`src/sv/timed_address_blocklist_defines.svh`:
```
// ----------------------------------------------------------------------------
// timed_address_blocklist_defines.svh
// Assertion macros used by the top-level blocklist RTL.
// ----------------------------------------------------------------------------
`ifndef TIMED_ADDRESS_BLOCKLIST_DEFINES_SVH
`define TIMED_ADDRESS_BLOCKLIST_DEFINES_SVH

`ifndef SYNTHESIS
// Checked outside reset.
`define TAB_ASSERT(name, prop, msg) \
    name: assert property (@(posedge clk) disable iff (!rst_n) prop) else $error(msg);
// Checked also during reset.
`define TAB_ASSERT_ALWAYS(name, prop, msg) \
    name: assert property (@(posedge clk) prop) else $error(msg);
`else
`define TAB_ASSERT(name, prop, msg)
`define TAB_ASSERT_ALWAYS(name, prop, msg)
`endif

`endif

```
`src/sv/tab_pkg.sv`:
```
// ----------------------------------------------------------------------------
// tab_pkg
// Types and constants of the timed address blocklist.
// ----------------------------------------------------------------------------
package tab_pkg;

    localparam int ADDR_W  = 32;
    localparam int TIME_W  = 32;
    localparam int BAN_W   = 24;

    localparam logic [BAN_W-1:0] BAN_SECONDS_RST = 24'd300;

    localparam logic OP_QUERY  = 1'b0;
    localparam logic OP_INSERT = 1'b1;

    // Broadcast from the controller to every cell
    typedef struct packed {
        logic              cmp_en;
        logic              upd_en;
        logic              insert;
        logic              any_hit;
        logic [ADDR_W-1:0] address;
        logic [TIME_W-1:0] now;
        logic [BAN_W-1:0]  ban_seconds;
    } tab_ctl_t;

    // Per-cell status back to the controller
    typedef struct packed {
        logic match;
        logic live;
        logic take;
    } tab_stat_t;

endpackage

```
`src/sv/tab_cell.sv`:
```
// ----------------------------------------------------------------------------
// tab_cell
// One blocklist entry: address, insert time stamp, compare and free-slot chain link.
// ----------------------------------------------------------------------------
module tab_cell (
    input  logic               clk,
    input  logic               rst_n,
    input  tab_pkg::tab_ctl_t  ctl,
    input  logic               free_in,
    output logic               free_out,
    output tab_pkg::tab_stat_t stat
);
    import tab_pkg::*;

    logic              valid_reg;
    logic              match_reg;
    logic              live_reg;
    logic [ADDR_W-1:0] addr_reg;
    logic [TIME_W-1:0] time_reg;

    logic              match_next;
    logic              live_next;
    logic [TIME_W:0]   expiry;
    logic              take;

    assign match_next = valid_reg && (addr_reg == ctl.address);
    // 33-bit sum, no wrap
    assign expiry    = {1'b0, time_reg} + {{(TIME_W + 1 - BAN_W){1'b0}}, ctl.ban_seconds};
    assign live_next = expiry >= {1'b0, ctl.now};

    // lowest empty cell takes a new address
    assign take     = ctl.upd_en && ctl.insert && !ctl.any_hit && !valid_reg && !free_in;
    assign free_out = free_in || !valid_reg;

    always_ff @(posedge clk or negedge rst_n)
    begin
        if (!rst_n)
        begin
            valid_reg <= 1'b0;
            match_reg <= 1'b0;
            live_reg  <= 1'b0;
        end
        else
        begin
            if (ctl.cmp_en)
            begin
                match_reg <= match_next;
                live_reg  <= live_next;
            end
            if (take)
            begin
                valid_reg <= 1'b1;
            end
            else if (ctl.upd_en && !ctl.insert && match_reg && !live_reg)
            begin
                valid_reg <= 1'b0;
            end
        end
    end

    always_ff @(posedge clk)
    begin
        if (take)
        begin
            addr_reg <= ctl.address;
        end
        if (take || (ctl.upd_en && ctl.insert && match_reg))
        begin
            time_reg <= ctl.now;
        end
    end

    assign stat.match = match_reg;
    assign stat.live  = live_reg;
    assign stat.take  = take;

endmodule

```
`config.mk`:
```
export PLATFORM = sky130hd
export DESIGN_NAME = tab_cell
export DESIGN_NICKNAME = d
export VERILOG_FILES = /design/src/sv/timed_address_blocklist_defines.svh /design/src/sv/tab_pkg.sv /design/src/sv/tab_cell.sv
export SDC_FILE = /design/constraint.sdc
export NUM_CORES = 1
export LEC_CHECK = 0
export BUFFER_PORTS_ARGS = -buffer_cell sky130_fd_sc_hd__buf_4
export CAP_MARGIN = 20
export CORE_MARGIN = 10
export CORE_UTILIZATION = 36
export DETAILED_ROUTE_END_ITERATION = 8
export HOLD_SLACK_MARGIN = 0.08
export PLACE_DENSITY = 0.66
export REMOVE_ABC_BUFFERS = 1
export SYNTH_ARGS = -nofsm -noshare
export SYNTH_HDL_FRONTEND = slang
export SYNTH_SLANG_ARGS = --single-unit
```
`constraint.sdc`:
```
create_clock -name clk -period 8.4 [get_ports clk]
set_input_delay 1.68 -clock clk [delete_from_list [all_inputs] [get_ports clk]]
set_output_delay 1.68 -clock clk [all_outputs]
set_load 0.01 [all_outputs]
```
==> metrics.txt, run 1 <==
Non-Filler Instances=688; Routed wire per std cell=15.44 um; largest cells by area after synthesis=edfxtp_1 43%, ha_1 16%, xnor2_1 7.4%; final wirelength=10620 um; Worst VDD drop=0.0001455 V; setup tns final=0 ps; EDFF count, synth=64; Layout Skew=6.603 ps; Tot Pwr=0.9636 mW; 1st-iter DRT viols=170; port buffer count=98; placed cell count=671; Cell Pwr Density=167.1 nW/um^2; count of cell types in the netlist=45; Initial Util=36.94%; CP cell instances=buf_4 > ha_1 > inv_1 > fa_1 > nor2b_1 > o31a_1 > o21ai_1 > o21ai_1 > a21oi_1 > o31ai_2 > nand3_1 > xnor2_1 > ha_1 > a21o_1 > a21o_1 > a21oi_1 > nor2b_1 > o21ai_0 > nand2b_1 > a211oi_1 > o21ai_0; Placer Congestion=0.8411; Max Slew Vio Count=0; filler cell count=1158; sequential area share after synthesis=44.63%; Static Leak=2.498 nW; Placed Area=5419 sq um; Clock Sinks=67; Worst-Skew Late Latency=340 ps; Vert. Die Dim=131.5 um; Yosys top cell by area=edfxtp_1; Final min period=5301 ps; first-pass GRT wire length=17530 um; Synth top area share=42.95%; initial antenna violation count=0; status=finished clean; Detail Placement HPWL=8502 um; total number of vias=3384; f_max=188.6 MHz; HP Class=reg -> reg; Row Count=40; total CTS buffers=9; n_diodes=0; worst-path fanout max=5; crit-path max cell delay=450 ps; Critical Path RT=8600 ps; Remaining Overflow, GRT=0; Max-slew headroom=69.91%; Final ANT Viol Nets=0; share of layout cells above drive strength 1=23.46%; Setup CP Type=in -> reg; Synth Area per Inst=10.99 sq um; CTS tree=built; Worst setup SP type=input pin; final instance area=5766 sq um; main flop type after synthesis=edfxtp_1; H-Tree Depth=3; RSZ-0062 raised after global routing=no; Post-CTS Hold Buffers=0; root buffer cell=clkbuf_16; Worst-path clk slew=60 ps; All-Layer GR Usage=12.41%; Clock Path Buffers=2; nets@finish=667; post-detailed-route via-to-cell ratio=4.919; Die X=131.5 um; # resized after CTS=0; Setup-failing EPs final=0; Worst Tran Pin Value=450.3 ps; Die ar.=17290 sq um; Mapped Area=4474 sq um; area of the core=12110 sq um; P&R area growth vs syn=28.86%; setup bufs post-CTS=0; Final Hold Viols=0; max cap viols=0; Final Cycle Share=63.11%; CP max stage cell=o31ai_2; vias in the first global route=3698; WP data arrival=5510 ps; Async SR Flop Fraction=4.478%; Synth Warn #=0; DRC viols=0; largest net degree at the start of global routing=33; CP endpoint kind=flip-flop; Pre-antenna DRT Iters=4; Yosys reg bits=67; # IOs=99; Post-Synthesis Cells=407
## kinds of logic after synthesis
logic type,share of synthesized area [%]
AOI/OAI and AO/OA,13.81
and+or+nand+nor,9.312
DFF,44.63
xor gates and xnor gates,11.94
adders and majority gates,16.11
buffers and inverters,4.195
## critical path: cells and delay by family
kind	cells	cell delay, ps
adder cells (fa/ha/maj)	3	880
AO/OA/AOI/OAI	11	2200
buffers and inverters	2	140
AND/OR/NAND/NOR	4	460
XOR/XNOR	1	150
## placed cells by master, fill, tap and decap left out, types with 4 or more instances in the layout
cell type	instances
a21o_1	14
a21oi_1	28
buf_4	99
clkbuf_16	9
edfxtp_1	64
ha_1	56
inv_1	44
nand2_1	12
nand3_1	5
nand4_1	13
nor2_1	20
nor2b_1	4
nor3_1	6
nor4_1	7
o21a_1	9
o21ai_0	16
o21bai_1	4
xnor2_1	38
xor2_1	23
## layout make-up
| type | instances | area, sq um | share of cell area [%] |
|---|---|---|---|
| repair buffers | 100 | 770.7 | 13.37 |
| multi-input cells | 293 | 2303 | 39.95 |
| inverters | 44 | 165.2 | 2.865 |
| flip-flops and latches | 67 | 1997 | 34.64 |
| clock buffers | 10 | 229.0 | 3.971 |
| clock inverters | 6 | 90.09 | 1.562 |
| well taps | 168 | 210.2 | 3.646 |
## Yosys cell counts, types with 2 or more instances
library cell	number
nand2_1	12
nor3_1	6
a21o_1	14
nand2b_1	3
nor2_1	21
xor2_1	23
dfrtp_1	3
xnor2_1	38
o21bai_1	4
o21ai_1	2
and3_1	3
edfxtp_1	64
nor2b_1	4
a21oi_1	29
a31oi_1	2
nor4_1	7
a211oi_1	3
nand3b_1	2
or3_1	2
nand4_1	13
buf_4	3
o21a_1	9
ha_1	56
nand3_1	5
o21ai_0	16
inv_1	44
## stage by stage
step	utilization, %	hold slack, ps	setup WS, ps
4_1_cts	47.38	597.6	3075
3_3_place_gp	44.74	571.5	2845
2_1_floorplan	-	524.5	3191
5_1_grt	47.60	635.4	2698
3_5_place_dp	44.74	581.0	2726
6_report	47.60	594.8	3099
## worst paths after layout
check	from	cells past startpoint	slack [ps]	end
setup / recovery	ctl[0]	21	3100	live_reg
hold / removal	valid_reg	2	590	valid_reg
setup reg to reg	time_reg[0]	20	4180	live_reg
hold reg to reg	valid_reg	2	590	valid_reg
max in group asynchronous	rst_n	1	7170	valid_reg
min in group asynchronous	rst_n	1	1130	live_reg
## power breakdown
group          internal [mW]  switching [mW]  total (mW)  leakage (nW)
clock                  0.261           0.149       0.410         0.153
sequential             0.374         0.00379       0.378         0.619
combinational         0.0909          0.0851       0.176          1.73
total                  0.726           0.238       0.964          2.50
## layer usage
metal	up-vias	GRT usage (%)	share of wire [%]
met5	-	0	0
met4	0	3.894	1.3
met3	11	4.802	7.4
met2	99	19.46	45
met1	1565	15.34	47
li1	1709	-	-
No activity file was read; power rests on OpenSTA's default activity.
==> run 2: changes to the inputs <==
Clock period 8.4 ns to 5.4 ns, I/O delays scaled along.
==> run 2 against run 1 <==
Routed wire length up 1.0%. Critical path depth unchanged. Sequential share of layout area up 0.15 points. Utilization down 0.21 points.
==> metrics.txt, run 2 (synthesis gave the netlist of run 1 again) <==
status=finished clean; setup bufs post-CTS=0 (unchanged); Pre-antenna DRT Iters=4 (unchanged); CP top delay family=compound AO/OA/AOI/OAI gates; share of layout cells above drive strength 1=23.61% (+0.15 points); WP data arrival=4730 ps (-780 ps); Max-slew headroom=71.93% (+2.0 points); Final ANT Viol Nets=0 (unchanged); Setup-failing EPs final=0 (unchanged); Final Cycle Share=83.66%; largest net degree at the start of global routing=33 (unchanged); crit-path max cell delay=400 ps (-50 ps); Setup CP Type=in -> reg; port buffer count=98 (unchanged); Worst setup SP type=input pin; Layout Skew=7.416 ps (+0.8137 ps); Clock Sinks=67 (unchanged); Worst VDD drop=0.0001996 V (+37%); P&R area growth vs syn=28.30%; area of the core=12110 sq um (unchanged); CP max stage cell=fa_1; filler cell count=1172 (+1.2%); Final min period=4518 ps; Critical Path RT=5620 ps (-2980 ps); Buf/Inv on CP=2 (unchanged); max cap viols=0 (unchanged); vias in the first global route=3684 (-0.38%); Tot Pwr=1.452 mW (+51%); Worst Tran Pin Value=418.3 ps (-32.03 ps); first-pass GRT wire length=17710 um (+0.99%); Placer Congestion=0.8361 (-0.59%); worst flop-to-flop path endpoint=live_reg; final instance area=5741 sq um (-0.43%); commonest cells after routing, fill and taps aside=100 x buf_4, 64 x edfxtp_1, 56 x ha_1, 44 x inv_1, 38 x xnor2_1; Initial Util=36.94% (unchanged); CP endpoint kind=flip-flop; H-Tree Depth=3 (unchanged); total number of vias=3376 (-0.24%); Cell Pwr Density=252.9 nW/um^2 (+51%); Vert. Die Dim=131.5 um (unchanged); f_max=221.4 MHz; All-Layer GR Usage=12.63% (+0.22 points); Row Count=40 (unchanged); Static Leak=2.489 nW (-0.34%); # IOs=99 (unchanged); Reg2Reg Setup Slack=1370 ps (-2810 ps); DRC viols=0 (unchanged); Die ar.=17290 sq um (unchanged); Placed Area=5426 sq um (+0.14%); Post-CTS Hold Buffers=0 (unchanged); Clock Path Buffers=2 (unchanged); CTS tree=built; setup tns final=0 ps (unchanged); worst-path fanout max=5 (unchanged); Max Slew Vio Count=0 (unchanged); Remaining Overflow, GRT=0 (unchanged); final wirelength=10730 um (+1.0%); Routed wire per std cell=15.57 um (+0.90%); Worst-path clk slew=60 ps (about the same); initial antenna violation count=0 (unchanged); worst r2r src=time_reg[0]; HP Class=in -> async; 1st-iter DRT viols=179 (+5.3%); Detail Placement HPWL=8595 um (+1.1%); Die X=131.5 um (unchanged); # resized after CTS=0 (unchanged); total CTS buffers=9 (unchanged); Final Hold Viols=0 (unchanged); n_diodes=0 (unchanged); nets@finish=668 (+0.15%); root buffer cell=clkbuf_16; worst-case reg-to-reg path depth=20 (unchanged); Worst-Skew Late Latency=340 ps (about the same); CP cell instances=buf_4 > ha_1 > inv_1 > fa_1 > nor2b_1 > o31a_1 > o21ai_1 > o21ai_1 > a21oi_1 > o31ai_2 > nand3_1 > xnor2_1 > ha_1 > a21o_1 > a21o_1 > a21oi_1 > nor2b_1 > o21ai_0 > nand2b_1 > a211oi_1 > o21ai_0; RSZ-0062 raised after global routing=no; commonest non-fill, non-tap cell in the layout=buf_4; post-detailed-route via-to-cell ratio=4.900 (-0.38%)
-- run 2: changes by cell type in the layout (fill, tap and decap cells not counted) --
cell,previous run,this run
clkinv_2,1,2
buf_4,99,100
bufinv_16,2,1
buf_12,0,1
buf_16,1,0
-- run 2: worst max path at each step --
stage / startpoint / endpoint / cells past startpoint
floorplan: ctl[0] / live_reg / 20
global placement: ctl[0] / live_reg / 21
detailed placement: ctl[0] / live_reg / 21
CTS: ctl[0] / live_reg / 21
global route: ctl[0] / live_reg / 21
finish: ctl[0] / live_reg / 21
-- run 2: per-layer routing --
layer	GRT usage [%]	share of wire [%]	up-vias
li1	-	-	1705
met4	4.574	1.3	0
met3	5.450	7.9	10
met5	0	0	-
met2	19.69	45	113
met1	15.15	46	1548
-- run 2: final cells by class --
type,instances,area (sq um),area share (%)
multi-input combinational,293,2303,40.13
sequential,67,1997,34.79
inverter,44,165.2,2.877
tap,168,210.2,3.662
clock buffer,10,229.0,3.989
clock inverter,6,65.06,1.133
timing repair buffer,101,770.7,13.43
-- run 2: metrics by stage --
step	worst slack [ps]	utilization (%)	hold slack (ps)	cells
after floorplan	906.2	-	524.5	404
after global placement	654.3	44.80	555.4	672
after detailed placement	578.6	44.80	547.6	672
after CTS	887.5	47.23	506.7	688
after global routing	459.6	47.40	504.5	689
final	882.4	47.40	517.7	689
-- run 2: report_power, final --
group | switching [mW] | total, mW | internal (mW)
sequential | 0.00570 | 0.587 | 0.582
combinational | 0.132 | 0.274 | 0.142
clock | 0.232 | 0.590 | 0.358
==> run 3: changes to the inputs <==
Clock period 5.4 ns to 4.4 ns, I/O delays scaled along.
==> run 3 against run 2 <==
Critical path depth down 1. Cell area is 2.5% higher. Utilization increased by 1.2 points. Highest routed layer unchanged. Hold slack lost 200 ps. Routed wire length grew 1.6%. Non-clock buffer count is 13 higher. Combinational power grew 28%. Flip-flop and latch count did not move. Power up 28%. Register-to-register slack worse by 740 ps.
==> metrics.txt, run 3 (synthesis gave the netlist of run 1 again) <==
Final Cycle Share=92.09%; f_max=246.8 MHz; CP cell instances=buf_4 > ha_1 > buf_4 > a211oi_2 > o21bai_2 > o211a_1 > a211o_1 > a31o_1 > buf_4 > o31ai_1 > xnor2_1 > ha_1 > a21o_1 > a21o_1 > a21oi_1 > o21ai_0 > a21oi_1 > a21oi_1 > a211oi_1 > o21ai_0; H-Tree Depth=3 (unchanged); Worst Tran Pin Value=644.8 ps (+226.6 ps); worst-path fanout max=3 (-2); Max Slew Vio Count=0 (unchanged); n_diodes=0 (unchanged); placed cell count=683 (+1.6%); P_int=1.412 mW (+31%); P_sw=0.4529 mW (+22%); DRC viols=0 (unchanged); CP endpoint kind=flip-flop; All-Layer GR Usage=12.75% (+0.12 points); share of layout cells above drive strength 1=25.66% (+2.0 points); WP data arrival=4270 ps (-460 ps); Worst-path clk slew=60 ps (about the same); Final Hold Viols=0 (unchanged); Switching Share=24.28% (-1.2 points); CTS tree=built; nets@finish=681 (+1.9%); Vert. Die Dim=131.5 um (unchanged); CP max stage cell=a211o_1; Final ANT Viol Nets=0 (unchanged); max cap viols=0 (unchanged); Seq pwr share=38.7% (-1.8 points); area of the core=12110 sq um (unchanged); total CTS buffers=9 (unchanged); Clk pwr share=42.5% (+1.8 points); Remaining Overflow, GRT=0 (unchanged); post-detailed-route via-to-cell ratio=4.960 (+1.2%); Max-slew headroom=56.92% (-15 points); Worst-Skew Late Latency=340 ps (about the same); commonest cells after routing, fill and taps aside=113 x buf_4, 64 x edfxtp_1, 56 x ha_1, 44 x inv_1, 38 x xnor2_1; Routed wire per std cell=15.54 um (-0.23%); Post-CTS Hold Buffers=0 (unchanged); Row Count=40 (unchanged); port buffer count=98 (unchanged); Setup-failing EPs final=0 (unchanged); commonest non-fill, non-tap cell in the layout=buf_4; Cell Pwr Density=317.0 nW/um^2 (+25%); Critical Path RT=4610 ps (-1010 ps); Placer Congestion=0.8401 (+0.48%); first-pass GRT wire length=18060 um (+2.0%); largest net degree at the start of global routing=33 (unchanged); initial antenna violation count=0 (unchanged); # IOs=99 (unchanged); total number of vias=3482 (+3.1%); RSZ-0062 raised after global routing=no; Worst VDD drop=0.0003478 V (+74%); P&R area growth vs syn=31.46%; Clock Sinks=67 (unchanged); crit-path max cell delay=310 ps (-90 ps); Non-Filler Instances=702 (+1.9%); status=finished clean; Die ar.=17290 sq um (unchanged); Final min period=4052 ps; Place WS=-79.89 ps (-658.5 ps); HP Class=in -> async; Layout Skew=7.164 ps (-0.2526 ps); Die X=131.5 um (unchanged); Initial Util=36.94% (unchanged); setup tns final=0 ps (unchanged); Setup CP Type=in -> reg; Comb power frac=18.8% (about the same); Detail Placement HPWL=8859 um (+3.1%); Static Leak=2.571 nW (+3.3%); 1st-iter DRT viols=131 (-27%); root buffer cell=clkbuf_16; final worst slack=348.2 ps (-534.1 ps); final wirelength=10910 um (+1.6%); vias in the first global route=3834 (+4.1%); Clock Path Buffers=2 (unchanged); Pre-antenna DRT Iters=4 (unchanged); Worst setup SP type=input pin
## run 3: cell count changes in the layout (fill, tap and decap cells not counted)
cell       previous run  this run
bufinv_16             1         2
clkinv_2              2         0
nor2b_2               0         1
nor2b_1               4         3
buf_4               100       113
buf_12                1         0
clkbuf_8              0         1
buf_16                0         1
## run 3: worst max-delay path: cells and delay by family
kind	cells	cell delay, ps
AOI/OAI and AO/OA	14	2490
buffers and inverters	3	390
adders and majority gates	2	390
xor gates and xnor gates	1	110
## run 3: final timing paths
kind                               from   endpoint  slack [ps]  depth (start not counted)
max                              ctl[0]   live_reg         350                         20
min reg2reg                time_reg[31]   live_reg         590                          2
max in group asynchronous         rst_n  valid_reg        3980                          1
min in group clk           time_reg[31]   live_reg         590                          2
min                               rst_n   live_reg         320                          1
max reg2reg                 time_reg[0]   live_reg         630                         19
## run 3: final cells by class
cell class / count / area (sq um)
Clock buffer: 11 / 242.7
Clock inverter: 5 / 85.08
Fill cell: 1147 / 6230
Inverter: 44 / 165.2
Multi-Input combinational cell: 293 / 2306
Sequential cell: 67 / 1997
Tap cell: 168 / 210.2
Timing Repair Buffer: 114 / 875.8
## run 3: power by group through the flow
| stage | sequential [mW] | combinational (mW) | clock (mW) |
|---|---|---|---|
| after global routing | 0.722 | 0.395 | 0.844 |
| after CTS | 0.721 | 0.349 | 0.819 |
| after floorplan | 0.733 | 0.202 | 0 |
| final | 0.721 | 0.351 | 0.793 |
| after detailed placement | 0.734 | 0.345 | 0 |
| after global placement | 0.734 | 0.336 | 0 |
## run 3: what timing repair did
item	in CTS	in global routing
endpoints found under the setup margin	0	1
setup buffers	0	2
gates resized for setup	0	1
## run 3: stage by stage
stage          power, mW  util [%]  area (sq um)  hold slack [ps]
6_report           1.865     48.56          5882            317.4
2_1_floorplan     0.9356         -          4452            524.5
5_1_grt            1.960     48.56          5882            305.9
3_3_place_gp       1.070     45.49          5509            538.4
4_1_cts            1.890     48.19          5837            304.5
3_5_place_dp       1.079     45.49          5509            560.1
## run 3: layer usage
metal,vias to the layer above,wire (um),global-route usage (%)
met5,-,0,0
met4,0,140,3.832
met3,14,825,5.297
met2,122,4957,20.47
met1,1611,4984,15.23
li1,1735,-,-
